<file path="src/hw/rtl/csd_pkg.sv">
// shared types, constants and helpers for the card shoe shuffle dealer
// no dependencies; imported by every module of the block but csd_ram

package csd_pkg;

	localparam int DECK_LIMIT_DEF = 8;
	localparam int CARDS_PER_DECK = 52;
	localparam int SUIT_COUNT     = 4;
	localparam int RANK_COUNT     = 13;

	localparam int OPC_W    = 2;
	localparam int IDX_W    = 9;
	localparam int SUIT_W   = 2;
	localparam int RANK_W   = 4;
	localparam int CARD_W   = SUIT_W + RANK_W;
	localparam int LEFT_W   = 9;
	localparam int STAT_W   = 2;
	localparam int DECK_W   = 4;
	localparam int SEED_W   = 32;
	localparam int CFG_W    = 32;
	localparam int CFG_IX_W = 1;

	localparam int LFSR_W     = 32;
	localparam int DIV_CNT_W  = $clog2(LFSR_W);
	localparam logic [LFSR_W-1:0] LFSR_TAPS = 32'h8020_0003;

	localparam logic [CFG_IX_W-1:0] REG_DECK_COUNT = 1'd0;
	localparam logic [CFG_IX_W-1:0] REG_RNG_SEED   = 1'd1;

	typedef enum logic [OPC_W-1:0] {
		OP_NEW  = 2'd0,
		OP_DEAL = 2'd1,
		OP_READ = 2'd2,
		OP_NONE = 2'd3
	} opcode_t;

	typedef enum logic [STAT_W-1:0] {
		ST_OK    = 2'd0,
		ST_EMPTY = 2'd1,
		ST_RANGE = 2'd2
	} status_t;

	typedef enum logic [3:0] {
		S_IDLE,
		S_FILL,
		S_STEP,
		S_DIV,
		S_RDJ,
		S_WRI,
		S_WRJ,
		S_RDWAIT,
		S_RESP
	} state_t;

	typedef struct packed {
		logic busy;
		logic done;
	} div_stat_t;

	// galois lfsr, shifting right
	function automatic logic [LFSR_W-1:0] lfsr_step(input logic [LFSR_W-1:0] s);
		logic [LFSR_W-1:0] n;
		n = s >> 1;
		if (s[0]) begin
			n = n ^ LFSR_TAPS;
		end
		return n;
	endfunction

endpackage

</file>
<file path="src/hw/rtl/csd_ram.sv">
// generic single write port, single read port ram with registered read
// no dependencies

module csd_ram #(
	parameter int WIDTH = 6,
	parameter int DEPTH = 416
) (
	input  logic                     clk,
	input  logic                     we,
	input  logic [$clog2(DEPTH)-1:0] waddr,
	input  logic [WIDTH-1:0]         wdata,
	input  logic                     re,
	input  logic [$clog2(DEPTH)-1:0] raddr,
	output logic [WIDTH-1:0]         rdata
);

	logic [WIDTH-1:0] mem_q [DEPTH];
	logic [WIDTH-1:0] rdata_q;

	always_ff @(posedge clk) begin
		if (we) begin
			mem_q[waddr] <= wdata;
		end
		if (re) begin
			rdata_q <= mem_q[raddr];
		end
	end

	assign rdata = rdata_q;

endmodule

</file>
<file path="src/hw/rtl/csd_mod_unit.sv">
// bit-serial remainder unit: 32-bit dividend modulo a narrow divisor
// one quotient bit per cycle; depends on csd_pkg

module csd_mod_unit #(
	parameter int CW = 9
) (
	input  logic                       clk,
	input  logic                       arst_n,
	input  logic                       start,
	input  logic [csd_pkg::LFSR_W-1:0] dividend,
	input  logic [CW-1:0]              divisor,
	output csd_pkg::div_stat_t         stat,
	output logic [CW-1:0]              remainder
);

	import csd_pkg::*;

	logic                 busy_q;
	logic                 done_q;
	logic [DIV_CNT_W-1:0] cnt_q;
	logic [LFSR_W-1:0]    dvd_q;
	logic [CW-1:0]        rem_q;
	logic [CW-1:0]        dsr_q;
	logic [CW:0]          trial;
	logic [CW:0]          diff;

	assign trial = {rem_q, dvd_q[LFSR_W-1]};
	assign diff  = trial - {1'b0, dsr_q};

	always_ff @(posedge clk or negedge arst_n) begin
		if (!arst_n) begin
			busy_q <= 1'b0;
			done_q <= 1'b0;
			cnt_q  <= '0;
		end else begin
			done_q <= 1'b0;
			if (start) begin
				busy_q <= 1'b1;
				cnt_q  <= '0;
			end else if (busy_q) begin
				cnt_q <= cnt_q + 1'b1;
				if (cnt_q == DIV_CNT_W'(LFSR_W - 1)) begin
					busy_q <= 1'b0;
					done_q <= 1'b1;
				end
			end
		end
	end

	always_ff @(posedge clk) begin
		if (start) begin
			dvd_q <= dividend;
			dsr_q <= divisor;
			rem_q <= '0;
		end else if (busy_q) begin
			dvd_q <= dvd_q << 1;
			// restoring step: the remainder stays below the divisor when the divisor is nonzero
			if (trial >= {1'b0, dsr_q}) begin
				rem_q <= diff[CW-1:0];
			end else begin
				rem_q <= trial[CW-1:0];
			end
		end
	end

	assign stat.busy = busy_q;
	assign stat.done = done_q;
	assign remainder = rem_q;

endmodule

</file>
<file path="src/hw/rtl/card_shoe_shuffle_dealer_top.sv">
// card shoe with in-order build and forward fisher-yates shuffle
// depends on csd_pkg, csd_ram and csd_mod_unit
//
// deal, read, error and idle commands: deal and read go through the registered read of the card
// store, then the result enters the output register; no new request is taken before that
// new-deck command of n cards: n fill steps, then per shuffle position an lfsr step, the
// bit-serial remainder unit, a read of card j and the writes of cards i and j
// reset: shoe empty, lfsr 1, deck_count 1, seed 1; the card store is not cleared

module card_shoe_shuffle_dealer_top #(
	parameter int DECK_LIMIT = csd_pkg::DECK_LIMIT_DEF
) (
	input  logic                         clk,
	input  logic                         arst_n,
	// configuration
	input  logic                         cfg_we,
	input  logic [csd_pkg::CFG_IX_W-1:0] cfg_index,
	input  logic [csd_pkg::CFG_W-1:0]    cfg_data,
	// request channel
	input  logic                         in_valid,
	output logic                         in_stall,
	input  logic [csd_pkg::OPC_W-1:0]    opcode,
	input  logic [csd_pkg::IDX_W-1:0]    card_index,
	// result channel
	output logic                         out_valid,
	input  logic                         out_stall,
	output logic [csd_pkg::SUIT_W-1:0]   suit,
	output logic [csd_pkg::RANK_W-1:0]   rank,
	output logic [csd_pkg::LEFT_W-1:0]   cards_left,
	output logic [csd_pkg::STAT_W-1:0]   status
);

	import csd_pkg::*;

	localparam int DEPTH = DECK_LIMIT * CARDS_PER_DECK;
	localparam int AW    = $clog2(DEPTH);
	localparam int CW    = $clog2(DEPTH + 1);
	localparam int CMPW  = (CW > IDX_W) ? CW : IDX_W;

	// configuration registers
	logic [DECK_W-1:0] deck_count_q;
	logic [SEED_W-1:0] rng_seed_q;

	// shoe state
	state_t            state_q, state_d;
	logic [CW-1:0]     count_q;
	logic [LFSR_W-1:0] lfsr_q;
	logic [LFSR_W-1:0] lfsr_nx;

	// build and shuffle counters
	logic [CW-1:0]     fill_q;
	logic [SUIT_W-1:0] fsuit_q;
	logic [RANK_W-1:0] frank_q;
	logic [CW-1:0]     i_q;
	logic [CW-1:0]     j_q;
	logic [CARD_W-1:0] ci_q;

	// pending result
	logic [CARD_W-1:0] r_card_q;
	status_t           r_status_q;

	// output register
	logic              out_valid_q;
	logic [SUIT_W-1:0] suit_q;
	logic [RANK_W-1:0] rank_q;
	logic [LEFT_W-1:0] left_q;
	status_t           status_q;

	// card store and remainder unit
	logic              ram_we, ram_re;
	logic [AW-1:0]     ram_waddr, ram_raddr;
	logic [CARD_W-1:0] ram_wdata, ram_rdata;
	logic              div_start;
	div_stat_t         div_stat;
	logic [CW-1:0]     div_rem;
	logic [CW-1:0]     divisor;

	// decoded request and helpers
	logic              accept;
	logic              slot_free;
	logic              out_load;
	opcode_t           op;
	logic [CMPW-1:0]   idx_ext;
	logic              idx_bad;
	logic [CW-1:0]     count_dec;
	logic [DECK_W:0]   dc_ext;
	logic [CW-1:0]     n_new;
	logic              fill_last;
	logic              more_pos;

	assign accept    = in_valid && !in_stall;
	assign slot_free = !out_valid_q || !out_stall;
	assign op        = opcode_t'(opcode);
	assign idx_ext   = CMPW'(card_index);
	assign idx_bad   = idx_ext >= CMPW'(count_q);
	assign count_dec = count_q - 1'b1;
	assign lfsr_nx   = lfsr_step(lfsr_q);
	assign divisor   = count_q - i_q;
	assign fill_last = fill_q == count_dec;
	// next position i + 1 still has a partner when i + 2 < n
	assign more_pos  = ({1'b0, i_q} + (CW+1)'(2)) < {1'b0, count_q};

	// shoe size from deck count, saturated at the store depth
	assign dc_ext = {1'b0, deck_count_q};
	assign n_new  = (dc_ext > (DECK_W+1)'(DECK_LIMIT)) ? CW'(DEPTH)
		: CW'(dc_ext * CARDS_PER_DECK);

	assign in_stall = state_q != S_IDLE;

	// next state
	always_comb begin
		state_d = state_q;
		case (state_q)
			S_IDLE: begin
				if (accept) begin
					case (op)
						OP_NEW:  state_d = (n_new == '0) ? S_RESP : S_FILL;
						OP_DEAL: state_d = (count_q == '0) ? S_RESP : S_RDWAIT;
						OP_READ: state_d = idx_bad ? S_RESP : S_RDWAIT;
						default: state_d = S_RESP;
					endcase
				end
			end
			S_FILL: begin
				if (fill_last) begin
					state_d = (count_q < CW'(2)) ? S_RESP : S_STEP;
				end
			end
			S_STEP:   state_d = S_DIV;
			S_DIV:    state_d = div_stat.done ? S_RDJ : S_DIV;
			S_RDJ:    state_d = S_WRI;
			S_WRI:    state_d = S_WRJ;
			S_WRJ:    state_d = more_pos ? S_STEP : S_RESP;
			S_RDWAIT: state_d = slot_free ? S_IDLE : S_RESP;
			S_RESP:   state_d = slot_free ? S_IDLE : S_RESP;
			default:  state_d = S_IDLE;
		endcase
	end

	// store, remainder unit and output strobes
	always_comb begin
		ram_we    = 1'b0;
		ram_waddr = '0;
		ram_wdata = '0;
		ram_re    = 1'b0;
		ram_raddr = '0;
		div_start = 1'b0;
		out_load  = 1'b0;
		case (state_q)
			S_IDLE: begin
				if (accept && op == OP_DEAL && count_q != '0) begin
					ram_re    = 1'b1;
					ram_raddr = count_dec[AW-1:0];
				end else if (accept && op == OP_READ && !idx_bad) begin
					ram_re    = 1'b1;
					ram_raddr = idx_ext[AW-1:0];
				end
			end
			S_FILL: begin
				ram_we    = 1'b1;
				ram_waddr = fill_q[AW-1:0];
				ram_wdata = {fsuit_q, frank_q};
			end
			S_STEP: begin
				// fetch card i while the remainder is worked out
				ram_re    = 1'b1;
				ram_raddr = i_q[AW-1:0];
				div_start = 1'b1;
			end
			S_RDJ: begin
				ram_re    = 1'b1;
				ram_raddr = j_q[AW-1:0];
			end
			S_WRI: begin
				ram_we    = 1'b1;
				ram_waddr = i_q[AW-1:0];
				ram_wdata = ram_rdata;
			end
			S_WRJ: begin
				ram_we    = 1'b1;
				ram_waddr = j_q[AW-1:0];
				ram_wdata = ci_q;
			end
			S_RDWAIT: out_load = slot_free;
			S_RESP:   out_load = slot_free;
			default: begin
			end
		endcase
	end

	// control registers
	always_ff @(posedge clk or negedge arst_n) begin
		if (!arst_n) begin
			state_q      <= S_IDLE;
			deck_count_q <= DECK_W'(1);
			rng_seed_q   <= SEED_W'(1);
			count_q      <= '0;
			lfsr_q       <= LFSR_W'(1);
			out_valid_q  <= 1'b0;
		end else begin
			state_q <= state_d;
			if (cfg_we) begin
				case (cfg_index)
					REG_DECK_COUNT: deck_count_q <= cfg_data[DECK_W-1:0];
					REG_RNG_SEED:   rng_seed_q   <= cfg_data[SEED_W-1:0];
					default: begin
					end
				endcase
			end
			if (state_q == S_IDLE && accept) begin
				if (op == OP_NEW) begin
					count_q <= n_new;
					// a zero seed would lock the lfsr
					lfsr_q  <= (rng_seed_q == '0) ? LFSR_W'(1) : rng_seed_q;
				end else if (op == OP_DEAL && count_q != '0) begin
					count_q <= count_dec;
				end
			end
			if (state_q == S_STEP) begin
				lfsr_q <= lfsr_nx;
			end
			if (out_load) begin
				out_valid_q <= 1'b1;
			end else if (!out_stall) begin
				out_valid_q <= 1'b0;
			end
		end
	end

	// datapath registers
	always_ff @(posedge clk) begin
		case (state_q)
			S_IDLE: begin
				fill_q   <= '0;
				fsuit_q  <= '0;
				frank_q  <= '0;
				i_q      <= '0;
				r_card_q <= '0;
				if (op == OP_DEAL && count_q == '0) begin
					r_status_q <= ST_EMPTY;
				end else if (op == OP_READ && idx_bad) begin
					r_status_q <= ST_RANGE;
				end else begin
					r_status_q <= ST_OK;
				end
			end
			S_FILL: begin
				fill_q <= fill_q + 1'b1;
				// rank runs fastest, then suit; decks repeat the pattern
				if (frank_q == RANK_W'(RANK_COUNT - 1)) begin
					frank_q <= '0;
					fsuit_q <= (fsuit_q == SUIT_W'(SUIT_COUNT - 1)) ? '0 : fsuit_q + 1'b1;
				end else begin
					frank_q <= frank_q + 1'b1;
				end
			end
			S_DIV: begin
				if (div_stat.done) begin
					j_q <= i_q + div_rem;
				end
			end
			S_RDJ: ci_q <= ram_rdata;
			S_WRJ: i_q  <= i_q + 1'b1;
			S_RDWAIT: begin
				r_card_q   <= ram_rdata;
				r_status_q <= ST_OK;
			end
			default: begin
			end
		endcase
		if (out_load) begin
			if (state_q == S_RDWAIT) begin
				{suit_q, rank_q} <= ram_rdata;
				status_q         <= ST_OK;
			end else begin
				{suit_q, rank_q} <= r_card_q;
				status_q         <= r_status_q;
			end
			left_q <= LEFT_W'(count_q);
		end
	end

	csd_ram #(
		.WIDTH (CARD_W),
		.DEPTH (DEPTH)
	) u_store (
		.clk   (clk),
		.we    (ram_we),
		.waddr (ram_waddr),
		.wdata (ram_wdata),
		.re    (ram_re),
		.raddr (ram_raddr),
		.rdata (ram_rdata)
	);

	csd_mod_unit #(
		.CW (CW)
	) u_mod (
		.clk       (clk),
		.arst_n    (arst_n),
		.start     (div_start),
		.dividend  (lfsr_nx),
		.divisor   (divisor),
		.stat      (div_stat),
		.remainder (div_rem)
	);

	assign out_valid  = out_valid_q;
	assign suit       = suit_q;
	assign rank       = rank_q;
	assign cards_left = left_q;
	assign status     = status_q;

endmodule

</file>
<file path="config.mk">
export PLATFORM = sky130hd
export DESIGN_NAME = card_shoe_shuffle_dealer_top
export DESIGN_NICKNAME = d
export VERILOG_FILES = /design/src/hw/rtl/csd_pkg.sv /design/src/hw/rtl/csd_ram.sv /design/src/hw/rtl/csd_mod_unit.sv /design/src/hw/rtl/card_shoe_shuffle_dealer_top.sv
export SDC_FILE = /design/constraint.sdc
export NUM_CORES = 2
export LEC_CHECK = 0
export ABC_AREA = 1
export BUFFER_PORTS_ARGS = -buffer_cell sky130_fd_sc_hd__buf_2
export CAP_MARGIN = 20
export CORE_MARGIN = 10
export CORE_UTILIZATION = 55
export CTS_CLUSTER_DIAMETER = 100
export DETAILED_ROUTE_END_ITERATION = 10
export PLACE_DENSITY = 0.71
export SLEW_MARGIN = 5
export SYNTH_ARGS = -nofsm -noshare
export SYNTH_HDL_FRONTEND = slang
export SYNTH_SLANG_ARGS = --single-unit
</file>
<file path="constraint.sdc">
create_clock -name clk -period 16.88 [get_ports clk]
set_input_delay 0.844 -clock clk [delete_from_list [all_inputs] [get_ports clk]]
set_output_delay 0.844 -clock clk [all_outputs]
set_load 0.1 [all_outputs]
</file>
==> results_tabular.tex <==
\begin{tabular}{lr}
\hline
Metric & Value \\
\hline
\multicolumn{2}{l}{\textbf{Outcome}} \\
Outcome & finished, final reports clean \\
\multicolumn{2}{l}{\textbf{Critical path}} \\
Slowest stage delay, CP & 0.88 ns \\
Worst setup slack for register-to-register paths & 8.95 ns \\
Slowest stage cell, crit path & sky130\_fd\_sc\_hd\_\_inv\_8 \\
Critical path data required time & 17.68 ns \\
Worst setup SP type & flop \\
Number of cells on the critical path & 24 \\
Critical path peak fanout & 234 \\
Worst Reg2Reg Path Length in Cells & 24 \\
Kind of end point of the critical path & flop \\
Arrival time of the worst setup path & about 8.7 ns \\
Cell class contributing the biggest share of worst-path delay & buffers and inverters \\
Buffers plus inverters on the worst setup path & 6 \\
Crit Path Category & reg2reg \\
Cell repeated most along the worst path & sky130\_fd\_sc\_hd\_\_nand3\_1 \\
Ordered cell list for the critical path & inv\_1 -> ha\_1 -> nand3\_1 -> nor2\_2 -> nand2\_2 -> nand2\_2 -> inv\_2 -> nand2\_1 -> nand2\_8 -> nand2\_8 -> inv\_8 -> buf\_12 -> buf\_4 -> buf\_12 -> nand2\_1 -> nand3\_1 -> nand3\_1 -> nand3\_1 -> nand3\_1 -> nand3\_1 -> nand3\_1 -> nand3\_1 -> nand2\_1 -> nand2\_1 \\
\multicolumn{2}{l}{\textbf{STA}} \\
Layout Skew & 0.0671 ns \\
Shortest clock period the worst path allows after layout & 7.93 ns \\
Max transition margin & 13.7\% \\
RSZ-0062 raised after global routing & false \\
Slew Viols, Final & 0 \\
Sum Neg Setup Slack & 0 ns \\
Highest attainable clock frequency & $\sim$0.13 GHz \\
Share of the clock period used by the worst path & between 40 and 50\% \\
Total count of hold-check failures in the final report & 0 \\
Setup-failing EPs final & 0 \\
Transition at the pin with the smallest max-transition slack & 1.29 ns \\
\multicolumn{2}{l}{\textbf{Synthesis}} \\
Total nets after synthesis & 9917 \\
Library cells used by synthesis & 49 \\
Mean instance size in the synthesized netlist & 11.5 um\^{}2 \\
Number of synthesized register bits & 2705 \\
Post-Synthesis Cells & 9801 \\
Sequential fraction of the synthesis area & $\sim$70\% \\
Ranking of synthesized cells by area & sky130\_fd\_sc\_hd\_\_edfxtp\_1, sky130\_fd\_sc\_hd\_\_nand3\_1, sky130\_fd\_sc\_hd\_\_nand2\_1 \\
Library cell with the largest summed area after synthesis & sky130\_fd\_sc\_hd\_\_edfxtp\_1 \\
Cell Area, Synth & 0.113 mm\^{}2 \\
Top FF cell, synth & sky130\_fd\_sc\_hd\_\_edfxtp\_1 \\
Count of flip-flops with a built-in enable after synthesis & between 2000 and 3000 \\
Area share of the largest cell type after synthesis & 69.2\% \\
Async set-reset flop share out of synthesis & about 3.3\% \\
Synthesis Warnings & 0 \\
\multicolumn{2}{l}{\textbf{Route}} \\
Routed Wire Length & 305 mm \\
Drt initial violations & between 10000 and 15000 \\
Routed via count divided by cell count & 6.19 \\
Post-detailed-route wirelength per cell & around 24 um \\
Drt drc & 0 \\
Via count & 77500 \\
Number of nets still failing antenna checks after routing & 0 \\
Count of TritonRoute iterations in the first routing pass & 7 \\
\multicolumn{2}{l}{\textbf{Clocking}} \\
Clock Latency Late Sink & approximately 0.94 ns \\
Buffer count from post-CTS setup fixing & 0 \\
CTS max path bufs & 4 \\
Count of cells resized by post-cts repair & 0 \\
H-tree levels & 5 \\
Clock tree from TritonCTS & done \\
Clk root buf & sky130\_fd\_sc\_hd\_\_clkbuf\_16 \\
Clk sinks & 2705 \\
Cts bufs inserted & 292 \\
Post-CTS clock slew at the launch and capture registers of the worst setup and hold paths & $\sim$0.06 ns \\
\multicolumn{2}{l}{\textbf{Place}} \\
Number of I/O port buffers & 67 \\
Final estimated routing congestion in global placement & approximately 0.9 \\
Detail Placement HPWL & 164 mm \\
Placed Instance Area & about 0.11 mm\^{}2 \\
\multicolumn{2}{l}{\textbf{Power and ir drop}} \\
Ratio of total power to cell area & 107 mW/mm\^{}2 \\
Leak Pwr & 43.4 nW \\
Pwr Total & 13.3 mW \\
Maximum ir drop on the vdd rail & 0.124 mV \\
\multicolumn{2}{l}{\textbf{GRT}} \\
Remaining global-route overflow & 0 \\
Number of antenna violations at the first check in global routing & 3 \\
Combined global-route utilization of all metal layers & between 20\% and 30\% \\
Vias in the first global route & about 74000 \\
Pin count of the biggest net entering global routing & 235 \\
Global-route wire length before repair & 455 mm \\
\multicolumn{2}{l}{\textbf{Floorplanning}} \\
Starting utilization of the core area & 55.3\% \\
Die area & about 0.22 mm\^{}2 \\
Die extent in y & 474 um \\
Standard-cell row count & $\sim$170 \\
Core Area & 0.205 mm\^{}2 \\
Width of the die & around 470 um \\
IO Count & 68 \\
\multicolumn{2}{l}{\textbf{Hold path}} \\
Number of instances on the worst hold path & 2 \\
Path category of the worst min-delay check & in2reg \\
\multicolumn{2}{l}{\textbf{Flow run}} \\
Number of max-cap violations & 0 \\
\multicolumn{2}{l}{\textbf{Layout}} \\
Layout overhead on the synthesized area & 9.32\% \\
Fraction of layout cells with a size suffix above 1 & between 6 and 7\% \\
Final std cell area, no fill & between 0.1 and 0.15 mm\^{}2 \\
Final nets & 9724 \\
\hline
\end{tabular}
[logic make-up (layout without fill, tap and decap cells)]
logic type,count (synthesis),in the layout,synth area share [%]
and+or+nand+nor,5732,5732,22.1
DFF,2705,2705,71.3
buffers and inverters,882,895,3.57
AOI/OAI and AO/OA,375,375,1.94
adders and majority gates,67,67,0.768
xor gates and xnor gates,39,39,0.302
muxes,1,1,0.00995
other,0,5,0
[worst register-to-register path, stage by stage, from the launching register on]
cell,delay [ns]
sky130_fd_sc_hd__dfrtp_1,0.49
sky130_fd_sc_hd__inv_1,0.16
sky130_fd_sc_hd__ha_1,0.27
sky130_fd_sc_hd__nand3_1,0.13
sky130_fd_sc_hd__nor2_2,0.06
sky130_fd_sc_hd__nand2_2,0.12
sky130_fd_sc_hd__nand2_2,0.17
sky130_fd_sc_hd__inv_2,0.19
sky130_fd_sc_hd__nand2_1,0.15
sky130_fd_sc_hd__nand2_8,0.37
sky130_fd_sc_hd__nand2_8,0.68
sky130_fd_sc_hd__inv_8,0.93
sky130_fd_sc_hd__buf_12,0.93
sky130_fd_sc_hd__buf_4,0.94
sky130_fd_sc_hd__buf_12,0.69
sky130_fd_sc_hd__nand2_1,0.49
sky130_fd_sc_hd__nand3_1,0.15
sky130_fd_sc_hd__nand3_1,0.11
sky130_fd_sc_hd__nand3_1,0.13
sky130_fd_sc_hd__nand3_1,0.15
sky130_fd_sc_hd__nand3_1,0.17
sky130_fd_sc_hd__nand3_1,0.11
sky130_fd_sc_hd__nand3_1,0.09
sky130_fd_sc_hd__nand2_1,0.06
sky130_fd_sc_hd__nand2_1,0.06
[timing repair]
action                     4_1_cts  5_1_grt
setup endpoints to repair        0        0
hold buffers                     1        0
hold endpoints to repair        15        0
[power breakdown]
part	total [mW]	switching, mW	internal (mW)
Combinational	0.0524	0.0324	0.0200
Clock	5.96	2.51	3.45
Sequential	7.26	0.00699	7.26
Total	13.3	2.55	10.7
[per-stage QoR]
step / hold slack, ns / utilization (%) / instances / setup slack (ns)
final: 0.136 / 60.5 / 12500 / 8.95
after global routing: 0.126 / 60.5 / 12500 / 8.55
after CTS: 0.0991 / 60.4 / 12500 / 9.23
after detailed placement: 0.485 / 56.1 / 12000 / 9.18
after global placement: 0.468 / 56.1 / 12000 / 9.26
after floorplan: 0.426 / - / 9801 / 1.81
[placed cells by master, fill, tap and decap left out, types with 78 or more instances in the layout]
cell | Yosys | final
sky130_fd_sc_hd__clkbuf_16 | 0 | 302
sky130_fd_sc_hd__a21oi_1 | 79 | 78
sky130_fd_sc_hd__dfrtp_1 | 86 | 86
sky130_fd_sc_hd__nor2_1 | 611 | 607
sky130_fd_sc_hd__buf_4 | 72 | 84
sky130_fd_sc_hd__edfxtp_1 | 2607 | 2607
sky130_fd_sc_hd__nand3_1 | 2597 | 2596
sky130_fd_sc_hd__inv_1 | 207 | 206
sky130_fd_sc_hd__o21ai_0 | 139 | 139
sky130_fd_sc_hd__nand2_1 | 2437 | 2420
[cell usage after synthesis (63+ instances only)]
cell / count
sky130_fd_sc_hd__a21oi_1: 79
sky130_fd_sc_hd__buf_2: 352
sky130_fd_sc_hd__buf_4: 72
sky130_fd_sc_hd__clkbuf_1: 217
sky130_fd_sc_hd__dfrtp_1: 86
sky130_fd_sc_hd__edfxtp_1: 2607
sky130_fd_sc_hd__ha_1: 63
sky130_fd_sc_hd__inv_1: 207
sky130_fd_sc_hd__nand2_1: 2437
sky130_fd_sc_hd__nand3_1: 2597
sky130_fd_sc_hd__nor2_1: 611
sky130_fd_sc_hd__o21ai_0: 139
[cell type report]
type                            instances  area [um^2]
Fill cell                           15700        80900
Sequential cell                      2705        80700
Multi-Input combinational cell       6214        28600
Clock buffer                          358         7770
Tap cell                             2688         3360
Timing Repair Buffer                  171         1390
Clock inverter                        142          986
Inverter                              224          870
Antenna cell                            5         12.5
[sequential cells by signal, indices dropped and copies added (netlist names), 6 cells and up]
| signal | count |
|---|---|
| j_q | 9 |
| ci_q | 6 |
| lfsr_q | 32 |
| u_store.rdata | 6 |
| u_mod.dsr_q | 9 |
| rng_seed_q | 32 |
| i_q | 9 |
| u_mod.dvd_q | 32 |
| u_store.mem_q | 2496 |
| r_card_q | 6 |
| u_mod.remainder | 9 |
| fill_q | 9 |
| cards_left | 9 |
| count_q | 9 |
[layer usage]
metal	share of wire, %	up-vias	track usage [%]	wire, um
li1	-	34400	-	-
met3	11	724	5.35	33100
met1	39	37600	36.5	118000
met4	4.1	0	10.8	12400
met2	46	4677	40.9	141000
met5	0	-	0	0
[worst paths after layout]
| check | to | start |
|---|---|---|
| max in group asynchronous | u_mod.cnt_q[4] | arst_n |
| setup / recovery | u_store.rdata[0] | count_q[0] |
| hold / removal | rng_seed_q[21] | cfg_data[21] |
| hold reg to reg | lfsr_q[4] | lfsr_q[4] |
| setup reg to reg | u_store.rdata[0] | count_q[0] |
| min in group asynchronous | count_q[1] | arst_n |
Note: power is estimated with default switching activity, not from simulation.
